==> config.mk <==
export PLATFORM = sky130hd
export DESIGN_NAME = sdvr_fifo
export DESIGN_NICKNAME = d
export VERILOG_FILES = /design/src/rtl/core/sdvr_fifo.sv
export SDC_FILE = /design/constraint.sdc
export NUM_CORES = 1
export LEC_CHECK = 0
export BUFFER_PORTS_ARGS = -buffer_cell sky130_fd_sc_hd__buf_2
export CORE_MARGIN = 5
export CORE_UTILIZATION = 52
export CTS_CLUSTER_DIAMETER = 30
export DETAILED_ROUTE_END_ITERATION = 16
export PLACE_DENSITY = 0.8
export SLEW_MARGIN = 40
export SYNTH_ARGS = -nofsm -noshare
export SYNTH_HDL_FRONTEND = slang
export SYNTH_SLANG_ARGS = --single-unit
==> constraint.sdc <==
create_clock -name clk -period 2.7 [get_ports clk]
set_input_delay 0.135 -clock clk [delete_from_list [all_inputs] [get_ports clk]]
set_output_delay 0.135 -clock clk [all_outputs]
set_load 0.02 [all_outputs]
==> src/rtl/core/sdvr_fifo.sv <==
module sdvr_fifo #(
    parameter int WIDTH = 8,
    parameter int DEPTH = 2
) (
    input  logic             clk,
    input  logic             rst_n,
    input  logic             wr_en,
    input  logic [WIDTH-1:0] wr_data,
    input  logic             rd_en,
    output logic [WIDTH-1:0] rd_data,
    output logic             full,
    output logic             empty
);

    localparam int PTR_W = (DEPTH > 1) ? $clog2(DEPTH) : 1;
    localparam int CNT_W = $clog2(DEPTH + 1);

    logic [WIDTH-1:0] mem_reg [DEPTH];
    logic [PTR_W-1:0] wr_ptr_reg;
    logic [PTR_W-1:0] wr_ptr_next;
    logic [PTR_W-1:0] rd_ptr_reg;
    logic [PTR_W-1:0] rd_ptr_next;
    logic [CNT_W-1:0] cnt_reg;
    logic [CNT_W-1:0] cnt_next;
    logic             do_wr;
    logic             do_rd;

    assign full  = (cnt_reg == CNT_W'(DEPTH));
    assign empty = (cnt_reg == '0);
    assign do_wr = wr_en && !full;
    assign do_rd = rd_en && !empty;
    assign rd_data = mem_reg[rd_ptr_reg];

    // Pointer and fill count update, with wrap at the depth.
    always_comb
    begin
        wr_ptr_next = wr_ptr_reg;
        rd_ptr_next = rd_ptr_reg;
        cnt_next    = cnt_reg;
        if (do_wr)
        begin
            wr_ptr_next = (wr_ptr_reg == PTR_W'(DEPTH - 1)) ? '0 : wr_ptr_reg + 1'b1;
        end
        if (do_rd)
        begin
            rd_ptr_next = (rd_ptr_reg == PTR_W'(DEPTH - 1)) ? '0 : rd_ptr_reg + 1'b1;
        end
        if (do_wr && !do_rd)
        begin
            cnt_next = cnt_reg + 1'b1;
        end
        else if (do_rd && !do_wr)
        begin
            cnt_next = cnt_reg - 1'b1;
        end
    end

    always_ff @(posedge clk or negedge rst_n)
    begin
        if (!rst_n)
        begin
            wr_ptr_reg <= '0;
            rd_ptr_reg <= '0;
            cnt_reg    <= '0;
        end
        else
        begin
            wr_ptr_reg <= wr_ptr_next;
            rd_ptr_reg <= rd_ptr_next;
            cnt_reg    <= cnt_next;
        end
    end

    // Storage needs no reset.
    always_ff @(posedge clk)
    begin
        if (do_wr)
        begin
            mem_reg[wr_ptr_reg] <= wr_data;
        end
    end

endmodule

==> metrics.txt, run 1 <==
Post-Synth Simple-Gate Area=0.03840; area post-placement=between 900 and 1000 µm²; Fillers=114; worst path required time=2.63 ns; start point of the critical path=cnt_reg[0]; via count=between 400 and 500; critical path class=reg2reg; Pleak=0.3922 nW; Hold Slack=0.03386 ns; final hold violation count=0; Final Critical Period=between 1.5 and 2 ns; crit-path max FO=8; syn avg cell area=roughly 18 µm²; Pins Over Slew Limit=0; Vias per Instance=~5.0; total CTS buffers=3; max-cap viol count=0; status=finished, final reports clean; TritonRoute pass-1 iters=3; Max rail drop VDD=slightly above 0.0006 V; vias in the first global route=466; Seq/Total Area, Yosys=0.7424; CTS resizes=0; Routed Antenna Nets=0; # IOs=22; initial drt markers=7; area of the multi-input gates=~190 µm²; Post-CTS Setup Bufs=0; Gate Count Post-Synth=44; H-tree depth reported by CTS=1; Die Span Y=approximately 49 µm; nets=between 80 and 90; Remaining DRCs=0; # rows=14; HP Start=wr_data[2]; clock slew at reported path FFs=0.10 ns; worst skew pair latency=0.28 ns; Sum Neg Setup Slack=0 ns; largest family of logic cells by synthesized area=multiplexers; Hold-fix buffers, CTS=1; Initial Util=0.5315; complex-gate fraction of the synthesized area=0.006400; synth unique cells=15; reg-to-reg critical path startpoint=cnt_reg[0]; critical path endpoint category=flop; Worst path slowest cell=nor2_1; root buffer cell=clkbuf_4; die width=roughly 50 µm; Tot GR Track Use=0.1231; Synth Register Bits=20; Worst Path Arrival=1.53 ns; Hold Crit Class=in2reg; area grow syn2layout=19.52%; initial antenna violation count=0; Post-Synth Adder-Cell Area=0.01600; Final Cycle Share=0.5940; share of cells above drive strength 1=0.4118; Worst R2R Setup Slack=1.10 ns; Ys Warns=0; first-pass GRT wire length=2.201 mm; post-route cell area=around 930 µm²; final wirelength=about 1.3 mm; Reg area=580.6 µm²; largest stage delay on the critical path=0.53 ns; mapped cell area=782.0 µm²; DP HPWL=1.001 mm; total global routing overflow=0; GP Congestion=0.6679; DP Worst Slack=1.089 ns; fin util=0.6352; mux cell area share after synthesis=0.1152; Cell Chain, Critical Path=nand2b_1 -> nand2_2 -> nor2_1; largest net degree at the start of global routing=11; Buffers on Ports=21; Clock Tree Buf Depth=2; core area=1471 µm²; full die area=2379 µm²; final-report setup violation count=0; syn nets=57; Largest register FFs=16; Pwr Density=between 1000 and 1500 nW/µm²; skew final=~0.003 ns; startpoint types=flop; # clock sinks=20; slew margin rel.=0.5506; f_max=between 0.6 and 0.7 GHz; XOR/XNOR Fraction of Synth Area=0.06560; clock tree from TritonCTS=yes; Slew @ Worst Pin=roughly 0.67 ns; WL/cell=15.21 µm; Ant. Diodes=0; Final Worst Setup Slack=1.096 ns; unrepaired setup endpoints after global routing=false
[layout make-up]
type	count	area share
Timing Repair Buffer	22	0.1232
Multi-Input combinational cell	21	0.2021
Inverter	2	0.008032
Sequential cell	20	0.6212
Clock buffer	3	0.02410
Tap cell	16	0.02142
[cell usage in the layout (no fill, tap or decap), types with 2 or more instances in the layout]
cell      Yosys  final
buf_2         1     21
edfxtp_1     16     16
mux2_1        6      6
dfrtp_1       4      4
nor2_1        3      3
clkbuf_4      0      3
mux2_2        2      2
inv_1         2      2
xnor2_1       2      2
xor2_1        2      2
[per-stage QoR]
stage	power, mW	cells
2_1_floorplan	0.7672	44
5_1_grt	1.077	84
6_report	1.003	84
3_5_place_dp	0.8854	80
4_1_cts	1.017	84
3_3_place_gp	0.8648	80
[power breakdown]
group	internal (mW)	switching (mW)	leakage (nW)
combinational	0.160	0.213	0.183
sequential	0.431	0.0677	0.195
clock	0.0518	0.0787	0.0138
total	0.643	0.360	0.392
[cell usage after synthesis]
master	instances	area (µm²)
nand2_2	1	6.260
edfxtp_1	16	480.5
nor2_1	3	11.26
buf_2	1	5.000
inv_1	2	7.510
o21ai_1	1	5.000
mux2_2	2	22.52
and3_1	1	6.260
nand2b_1	1	6.260
xnor2_2	1	16.27
ha_1	1	12.51
xnor2_1	2	17.52
mux2_1	6	67.56
xor2_1	2	17.52
dfrtp_1	4	100.1
[kinds of logic after synthesis]
| kind of cell | Yosys count |
|---|---|
| AO/OA/AOI/OAI | 1 |
| XOR/XNOR | 5 |
| adder cells (fa/ha/maj) | 1 |
| buffers and inverters | 3 |
| flip-flops | 20 |
| multiplexers | 8 |
| AND/OR/NAND/NOR | 6 |
[final timing paths]
check,endpoint,depth (start not counted)
hold reg to reg,wr_ptr_reg,1
max in group asynchronous,cnt_reg[1],2
min in group asynchronous,wr_ptr_reg,2
setup / recovery,mem_reg[0][2],3
hold / removal,mem_reg[1][2],1
setup reg to reg,mem_reg[0][2],3
[per-layer routing]
layer / track usage / part of all wire
met5: 0 / 0
met4: 0.06726 / 0.018
met3: 0.03670 / 0.042
met2: 0.1957 / 0.51
met1: 0.1484 / 0.42
[worst max-delay path, delay by kind of cell (launching register included)]
family           cells  cell delay, ns
AND/OR/NAND/NOR      3            0.81
flip-flops           1            0.44
No activity file was read; power rests on OpenSTA's default activity.
==> inputs of run 2 (changes only) <==
--- a/config.mk
+++ b/config.mk
@@ -5,12 +5,13 @@
 export SDC_FILE = /design/constraint.sdc
 export NUM_CORES = 1
 export LEC_CHECK = 0
+export ABC_AREA = 1
 export BUFFER_PORTS_ARGS = -buffer_cell sky130_fd_sc_hd__buf_2
 export CORE_MARGIN = 5
-export CORE_UTILIZATION = 52
+export CORE_UTILIZATION = 44
 export CTS_CLUSTER_DIAMETER = 30
 export DETAILED_ROUTE_END_ITERATION = 16
-export PLACE_DENSITY = 0.8
+export PLACE_DENSITY = 0.71
 export SLEW_MARGIN = 40
 export SYNTH_ARGS = -nofsm -noshare
 export SYNTH_HDL_FRONTEND = slang
==> constraint.sdc (replaced) <==
create_clock -name clk -period 1.4 [get_ports clk]
set_input_delay 0.07 -clock clk [delete_from_list [all_inputs] [get_ports clk]]
set_output_delay 0.07 -clock clk [all_outputs]
set_load 0.02 [all_outputs]
==> metrics.txt, run 2 <==
Pwr Density=2095 nW/µm²; critical path endpoint category=flop; syn nets=86; first-pass GRT wire length=2.628 mm; Async S/R FF share, synth=0.2000; synth unique cells=14; Worst Path Arrival=roughly 1.5 ns; die width=52.90 µm; GP Congestion=0.8153; global-route track usage on met3=0.04225; Final Worst Setup Slack=0.07076 ns; # clock sinks=20; core area=about 1700 µm²; share of cells above drive strength 1=0.3273; Max rail drop VDD=0.001448 V; Remaining DRCs=0; global routing usage on met2=0.2190; Vias per Instance=4.489; Post-synth EDFFs=16; skew final=0.0006538 ns; area fraction of the dominant cell type after synthesis=0.5935; area post-placement=955.9 µm²; start point of the critical path=cnt_reg[1]; WL/cell=12.48 µm; mapped cell area=809.5 µm²; f_max=0.7523 GHz; Die Span Y=between 50 and 60 µm; Final Cycle Share=0.9495; clock tree from TritonCTS=yes; Post-Synth Adder-Cell Area=0.01546; Tot Pwr=2.422 mW; GR peak layer=met2; met1 Use GR=0.1579; total global routing overflow=0; Clock Tree Buf Depth=2; via count=606; most frequent cells in the layout=nand2_1, buf_2, edfxtp_1; Pins Over Slew Limit=0; status=finished, final reports clean; # rows=15; Post-Synth Simple-Gate Area=0.2009; final-report setup violation count=0; Worst R2R Setup Slack=slightly above 0.07 ns; largest family of logic cells by synthesized area=simple AND/OR/NAND/NOR gates; H-tree depth reported by CTS=1; final hold violation count=0; syn avg cell area=11.09 µm²; Final Critical Period=1.329 ns; R2R depth=8; Tot GR Track Use=0.1338; nets=124; DP Worst Slack=-0.1487 ns; Gate Count Post-Synth=73; top post-synthesis cells by count=nand2_1, edfxtp_1, inv_1, dfrtp_1; most common flop cell mapped by yosys=edfxtp_1; Ys Warns=0; most numerous cell in the Yosys netlist=nand2_1; Initial Util=0.4638; Hold Crit Class=in2async; slew margin rel.=0.7118; full die area=~2800 µm²; largest net degree at the start of global routing=13; XOR/XNOR Fraction of Synth Area=0.01082; reg-to-reg critical path startpoint=cnt_reg[1]; Routed Antenna Nets=0; complex-gate fraction of the synthesized area=0.01236; unrepaired setup endpoints after global routing=true; max-cap viol count=0; total CTS buffers=3; mux cell area share after synthesis=0; r2r endpoint=cnt_reg[1]; startpoint types=flop; Area contributors post-synth=edfxtp_1, nand2_1, dfrtp_1; Pleak=0.5228 nW; worst skew pair latency=0.30 ns; initial antenna violation count=0; Synth Register Bits=20; commonest non-fill, non-tap cell in the layout=nand2_1; clock slew at reported path FFs=0.11 ns; TritonRoute pass-1 iters=5; Ant. Diodes=0; root buffer cell=clkbuf_4; post-route cell area=1156 µm²; Seq/Total Area, Yosys=0.7172; worst path required time=around 1.6 ns; DP HPWL=1.016 mm; critical path class=reg2reg; initial drt markers=18; Largest register FFs=16; Synth area leader=edfxtp_1; # IOs=22; final wirelength=1.685 mm; vias in the first global route=a little over 600; Buffers on Ports=21; Slew @ Worst Pin=0.4278 ns; area grow syn2layout=42.81%; crit-path max FO=4
==> run 2: changes by cell type in the layout (fill, tap and decap cells not counted), sizes merged, moves of 2 or more <==
cell / previous run / this run
mux2: 8 / 0
inv: 2 / 7
buf: 21 / 24
nand2: 1 / 33
xor2: 2 / 0
dlygate4sd3: 1 / 10
xnor2: 3 / 1
==> run 2: area by class of cell <==
cell class | instances | area [µm²]
fill | 142 | 589.3
clock inverter | 1 | 30.03
sequential | 20 | 581.8
inverter | 8 | 36.28
clock buffer | 3 | 22.52
multi-input combinational | 44 | 226.5
tap | 25 | 31.28
timing repair buffer | 34 | 227.7
==> run 2: logic make-up (layout without fill, tap and decap cells) <==
group	Yosys count	count (layout)
compound gates	2	2
xor+xnor	1	1
fa+ha+maj	1	1
buf+inv	9	46
flops	20	20
simple gates	40	40
==> run 2: critical path, stage by stage (launching register included) <==
cell	delay, ns
dfrtp_1	0.42
inv_1	0.14
nor2_4	0.07
nor2_4	0.12
ha_4	0.22
inv_1	0.07
nand3_1	0.08
nand2_1	0.06
nand2_1	0.05
==> run 2: how the worst max path moves through the flow <==
stage / cells after the start / end / slack (ns)
final: 8 / cnt_reg[1] / 0.07
after global placement: 3 / mem_reg[1][2] / -0.04
after floorplan: 7 / cnt_reg[1] / 0.001
after global routing: 8 / cnt_reg[1] / -0.05
after CTS: 8 / cnt_reg[1] / -0.006
after detailed placement: 3 / mem_reg[1][2] / -0.15
==> run 2: per-layer routing <==
layer	vias up	wire length (µm)
met3	4	102
met4	0	39
met2	19	856
met5	-	0
met1	274	687
li1	309	-
==> run 2: what timing repair did <==
| action | in CTS | in global routing |
|---|---|---|
| endpoints found under the setup margin | 13 | 23 |
| resized for setup | 2 | 8 |
| setup buffers | 1 | 0 |
| hold buffers | 10 | 0 |
| hold endpoints to repair | 21 | 0 |
| pin swaps | 0 | 1 |
==> run 2: per-stage QoR <==
step             util  setup TNS [ns]  hold slack (ns)  instances
6_report       0.6624               0           0.1090        135
5_1_grt        0.6624        -0.05492          0.09641        135
4_1_cts        0.6416       -0.005875          0.08672        135
3_5_place_dp   0.5477          -1.192          -0.1199        120
3_3_place_gp   0.5477         -0.3453          -0.1164        120
2_1_floorplan       -               0          -0.2256         73
==> run 2: power breakdown <==
| group | switching (mW) | leakage, nW | internal [mW] |
|---|---|---|---|
| sequential | 0.104 | 0.196 | 0.829 |
| clock | 0.179 | 0.0279 | 0.289 |
| combinational | 0.645 | 0.299 | 0.376 |
| total | 0.928 | 0.523 | 1.49 |
==> inputs of run 3 (changes only) <==
--- a/config.mk
+++ b/config.mk
@@ -5,13 +5,12 @@
 export SDC_FILE = /design/constraint.sdc
 export NUM_CORES = 1
 export LEC_CHECK = 0
-export ABC_AREA = 1
 export BUFFER_PORTS_ARGS = -buffer_cell sky130_fd_sc_hd__buf_2
 export CORE_MARGIN = 5
 export CORE_UTILIZATION = 44
 export CTS_CLUSTER_DIAMETER = 30
 export DETAILED_ROUTE_END_ITERATION = 16
-export PLACE_DENSITY = 0.71
+export PLACE_DENSITY = 0.72
 export SLEW_MARGIN = 40
 export SYNTH_ARGS = -nofsm -noshare
 export SYNTH_HDL_FRONTEND = slang
==> metrics.txt, run 3 (synthesis gave the netlist of run 1 again) <==
status=finished, final reports clean; Remaining DRCs=0; start point of the critical path=rd_ptr_reg; reg-to-reg critical path startpoint=cnt_reg[0]; CP delay by family, top=flip-flops; WP depth=2; Sum Neg Setup Slack=0 ns; critical path class=reg2out; Net Switching=0.7572 mW; unrepaired setup endpoints after global routing=true; skew final=0.004461 ns; Worst R2R Setup Slack=~0.07 ns; area of the multi-input gates=217.7 µm²; slew margin rel.=0.7491; Max rail drop VDD=0.001027 V; most frequent cells in the layout=buf_2, edfxtp_1, dlygate4sd3_1; initial drt markers=9; clock tree from TritonCTS=yes; largest net degree at the start of global routing=12; commonest non-fill, non-tap cell in the layout=buf_2; vias in the first global route=488; first-pass GRT wire length=roughly 2.2 mm; area grow syn2layout=41.44%; Pwr Density=1942 nW/µm²; clock slew at reported path FFs=0.10 ns; Ant. Diodes=0; # IOs=22; Routed Antenna Nets=0; TritonRoute pass-1 iters=2; H-tree depth reported by CTS=1; total CTS buffers=3; Worst path slowest cell=dfrtp_2; Logic pwr share=0.428; Clock Tree Buf Depth=2; Clk pwr share=0.121; Buffers on Ports=21; Final Cycle Share=0.9812; Final Non-Filler Cells=108; Fillers=130; Tot GR Track Use=0.1125; crit-path max FO=9; max-cap viol count=0; Initial Util=0.4579; R2R depth=7; Vias per Instance=4.407; Die Span Y=52.16 µm; # rows=15; worst path bufs/invs=1; Slew @ Worst Pin=about 0.38 ns; final-report setup violation count=0; worst skew pair latency=0.28 ns; initial antenna violation count=0; full die area=2720 µm²; DP HPWL=880.1 µm; Cells after DPL=93; die width=52.16 µm; Final Critical Period=1.374 ns; Pleak=0.4596 nW; GP Congestion=just over 0.7; final wirelength=1.415 mm; root buffer cell=clkbuf_4; via count=476; nets=97; Worst Path Arrival=1.30 ns; f_max=0.7280 GHz; critical path endpoint category=output pin; WL/cell=roughly 13 µm; Hold Crit Class=in2reg; switching share of power=0.3525; largest stage delay on the critical path=0.49 ns; Reg power frac=0.450; startpoint types=flop; Reg area=583.1 µm²; share of cells above drive strength 1=0.5060; # clock sinks=20; r2r endpoint=cnt_reg[1]; Largest register FFs=16; Internal Power=between 1 and 1.5 mW; final hold violation count=0; worst path required time=1.33 ns; total global routing overflow=0; core area=1708 µm²; Pins Over Slew Limit=0; end of the critical path=rd_data[7]; Cell Chain, Critical Path=mux2_2 -> buf_2
run 3: cell count changes in the layout (fill, tap and decap cells not counted), sizes merged, moves of 2 or more:
cell / previous run / this run
xnor2: 1 / 3
nand2: 33 / 1
mux2: 0 / 8
inv: 7 / 2
buf: 24 / 27
xor2: 0 / 2
run 3: stage by stage:
step | setup WS, ns | power (mW) | area, µm² | utilization | hold WS, ns
2_1_floorplan | 0.007850 | 1.480 | 782.0 | - | -0.2256
3_3_place_gp | 0.05315 | 1.737 | 943.4 | 0.5524 | -0.1188
3_5_place_dp | 0.007084 | 1.750 | 943.4 | 0.5524 | -0.1154
4_1_cts | 0.005953 | 2.075 | 1071 | 0.6271 | 0.09503
5_1_grt | -0.03889 | 2.303 | 1106 | 0.6476 | 0.09005
6_report | 0.02634 | 2.148 | 1106 | 0.6476 | 0.08335
run 3: area by class of cell:
type | instances | share of cell area
clock buffer | 3 | 0.02036
inverter | 2 | 0.006787
timing repair buffer | 36 | 0.2172
tap | 25 | 0.02828
sequential | 20 | 0.5271
clock inverter | 1 | 0.003394
multi-input combinational | 21 | 0.1968
run 3: worst min path at each step:
stage / slack (ns) / cells after the start / to / startpoint
final: 0.08 / 3 / rd_ptr_reg / rd_en
after global routing: 0.09 / 3 / rd_ptr_reg / rd_en
after CTS: 0.1 / 2 / cnt_reg[1] / rst_n
after detailed placement: -0.12 / 1 / cnt_reg[1] / rst_n
after global placement: -0.12 / 1 / cnt_reg[1] / rst_n
after floorplan: -0.23 / 0 / cnt_reg[0] / rst_n
run 3: power by group through the flow:
| stage | sequential (mW) | clock (mW) | combinational, mW |
|---|---|---|---|
| floorplan | 0.906 | 0 | 0.573 |
| detailed placement | 0.962 | 0 | 0.788 |
| global route | 0.993 | 0.301 | 1.01 |
| global placement | 0.957 | 0 | 0.780 |
| finish | 0.968 | 0.260 | 0.920 |
| CTS | 0.962 | 0.272 | 0.841 |
run 3: worst reg2reg max path: stages, from the launching register on:
cell	delay, ns
dfrtp_1	0.42
nand2b_4	0.16
nand2_2	0.07
inv_2	0.05
ha_4	0.14
xor2_1	0.14
nor2_2	0.11
xor2_1	0.17
run 3: timing repair:
item | in CTS | in global routing
gates cloned | 0 | 0
setup endpoints to repair | 9 | 9
endpoints found under the hold margin | 20 | 0
setup buffers | 0 | 2
pin swaps | 1 | 3
hold buffers | 9 | 0
gates resized for setup | 3 | 5
run 3: layer usage:
metal,global-route usage,part of all wire,vias to the layer above,wire [µm]
met3,0.02579,0.047,0,67
li1,-,-,235,-
met1,0.1407,0.42,229,598
met5,0,0,-,0
met4,0.02553,0,0,0
met2,0.1967,0.53,12,749
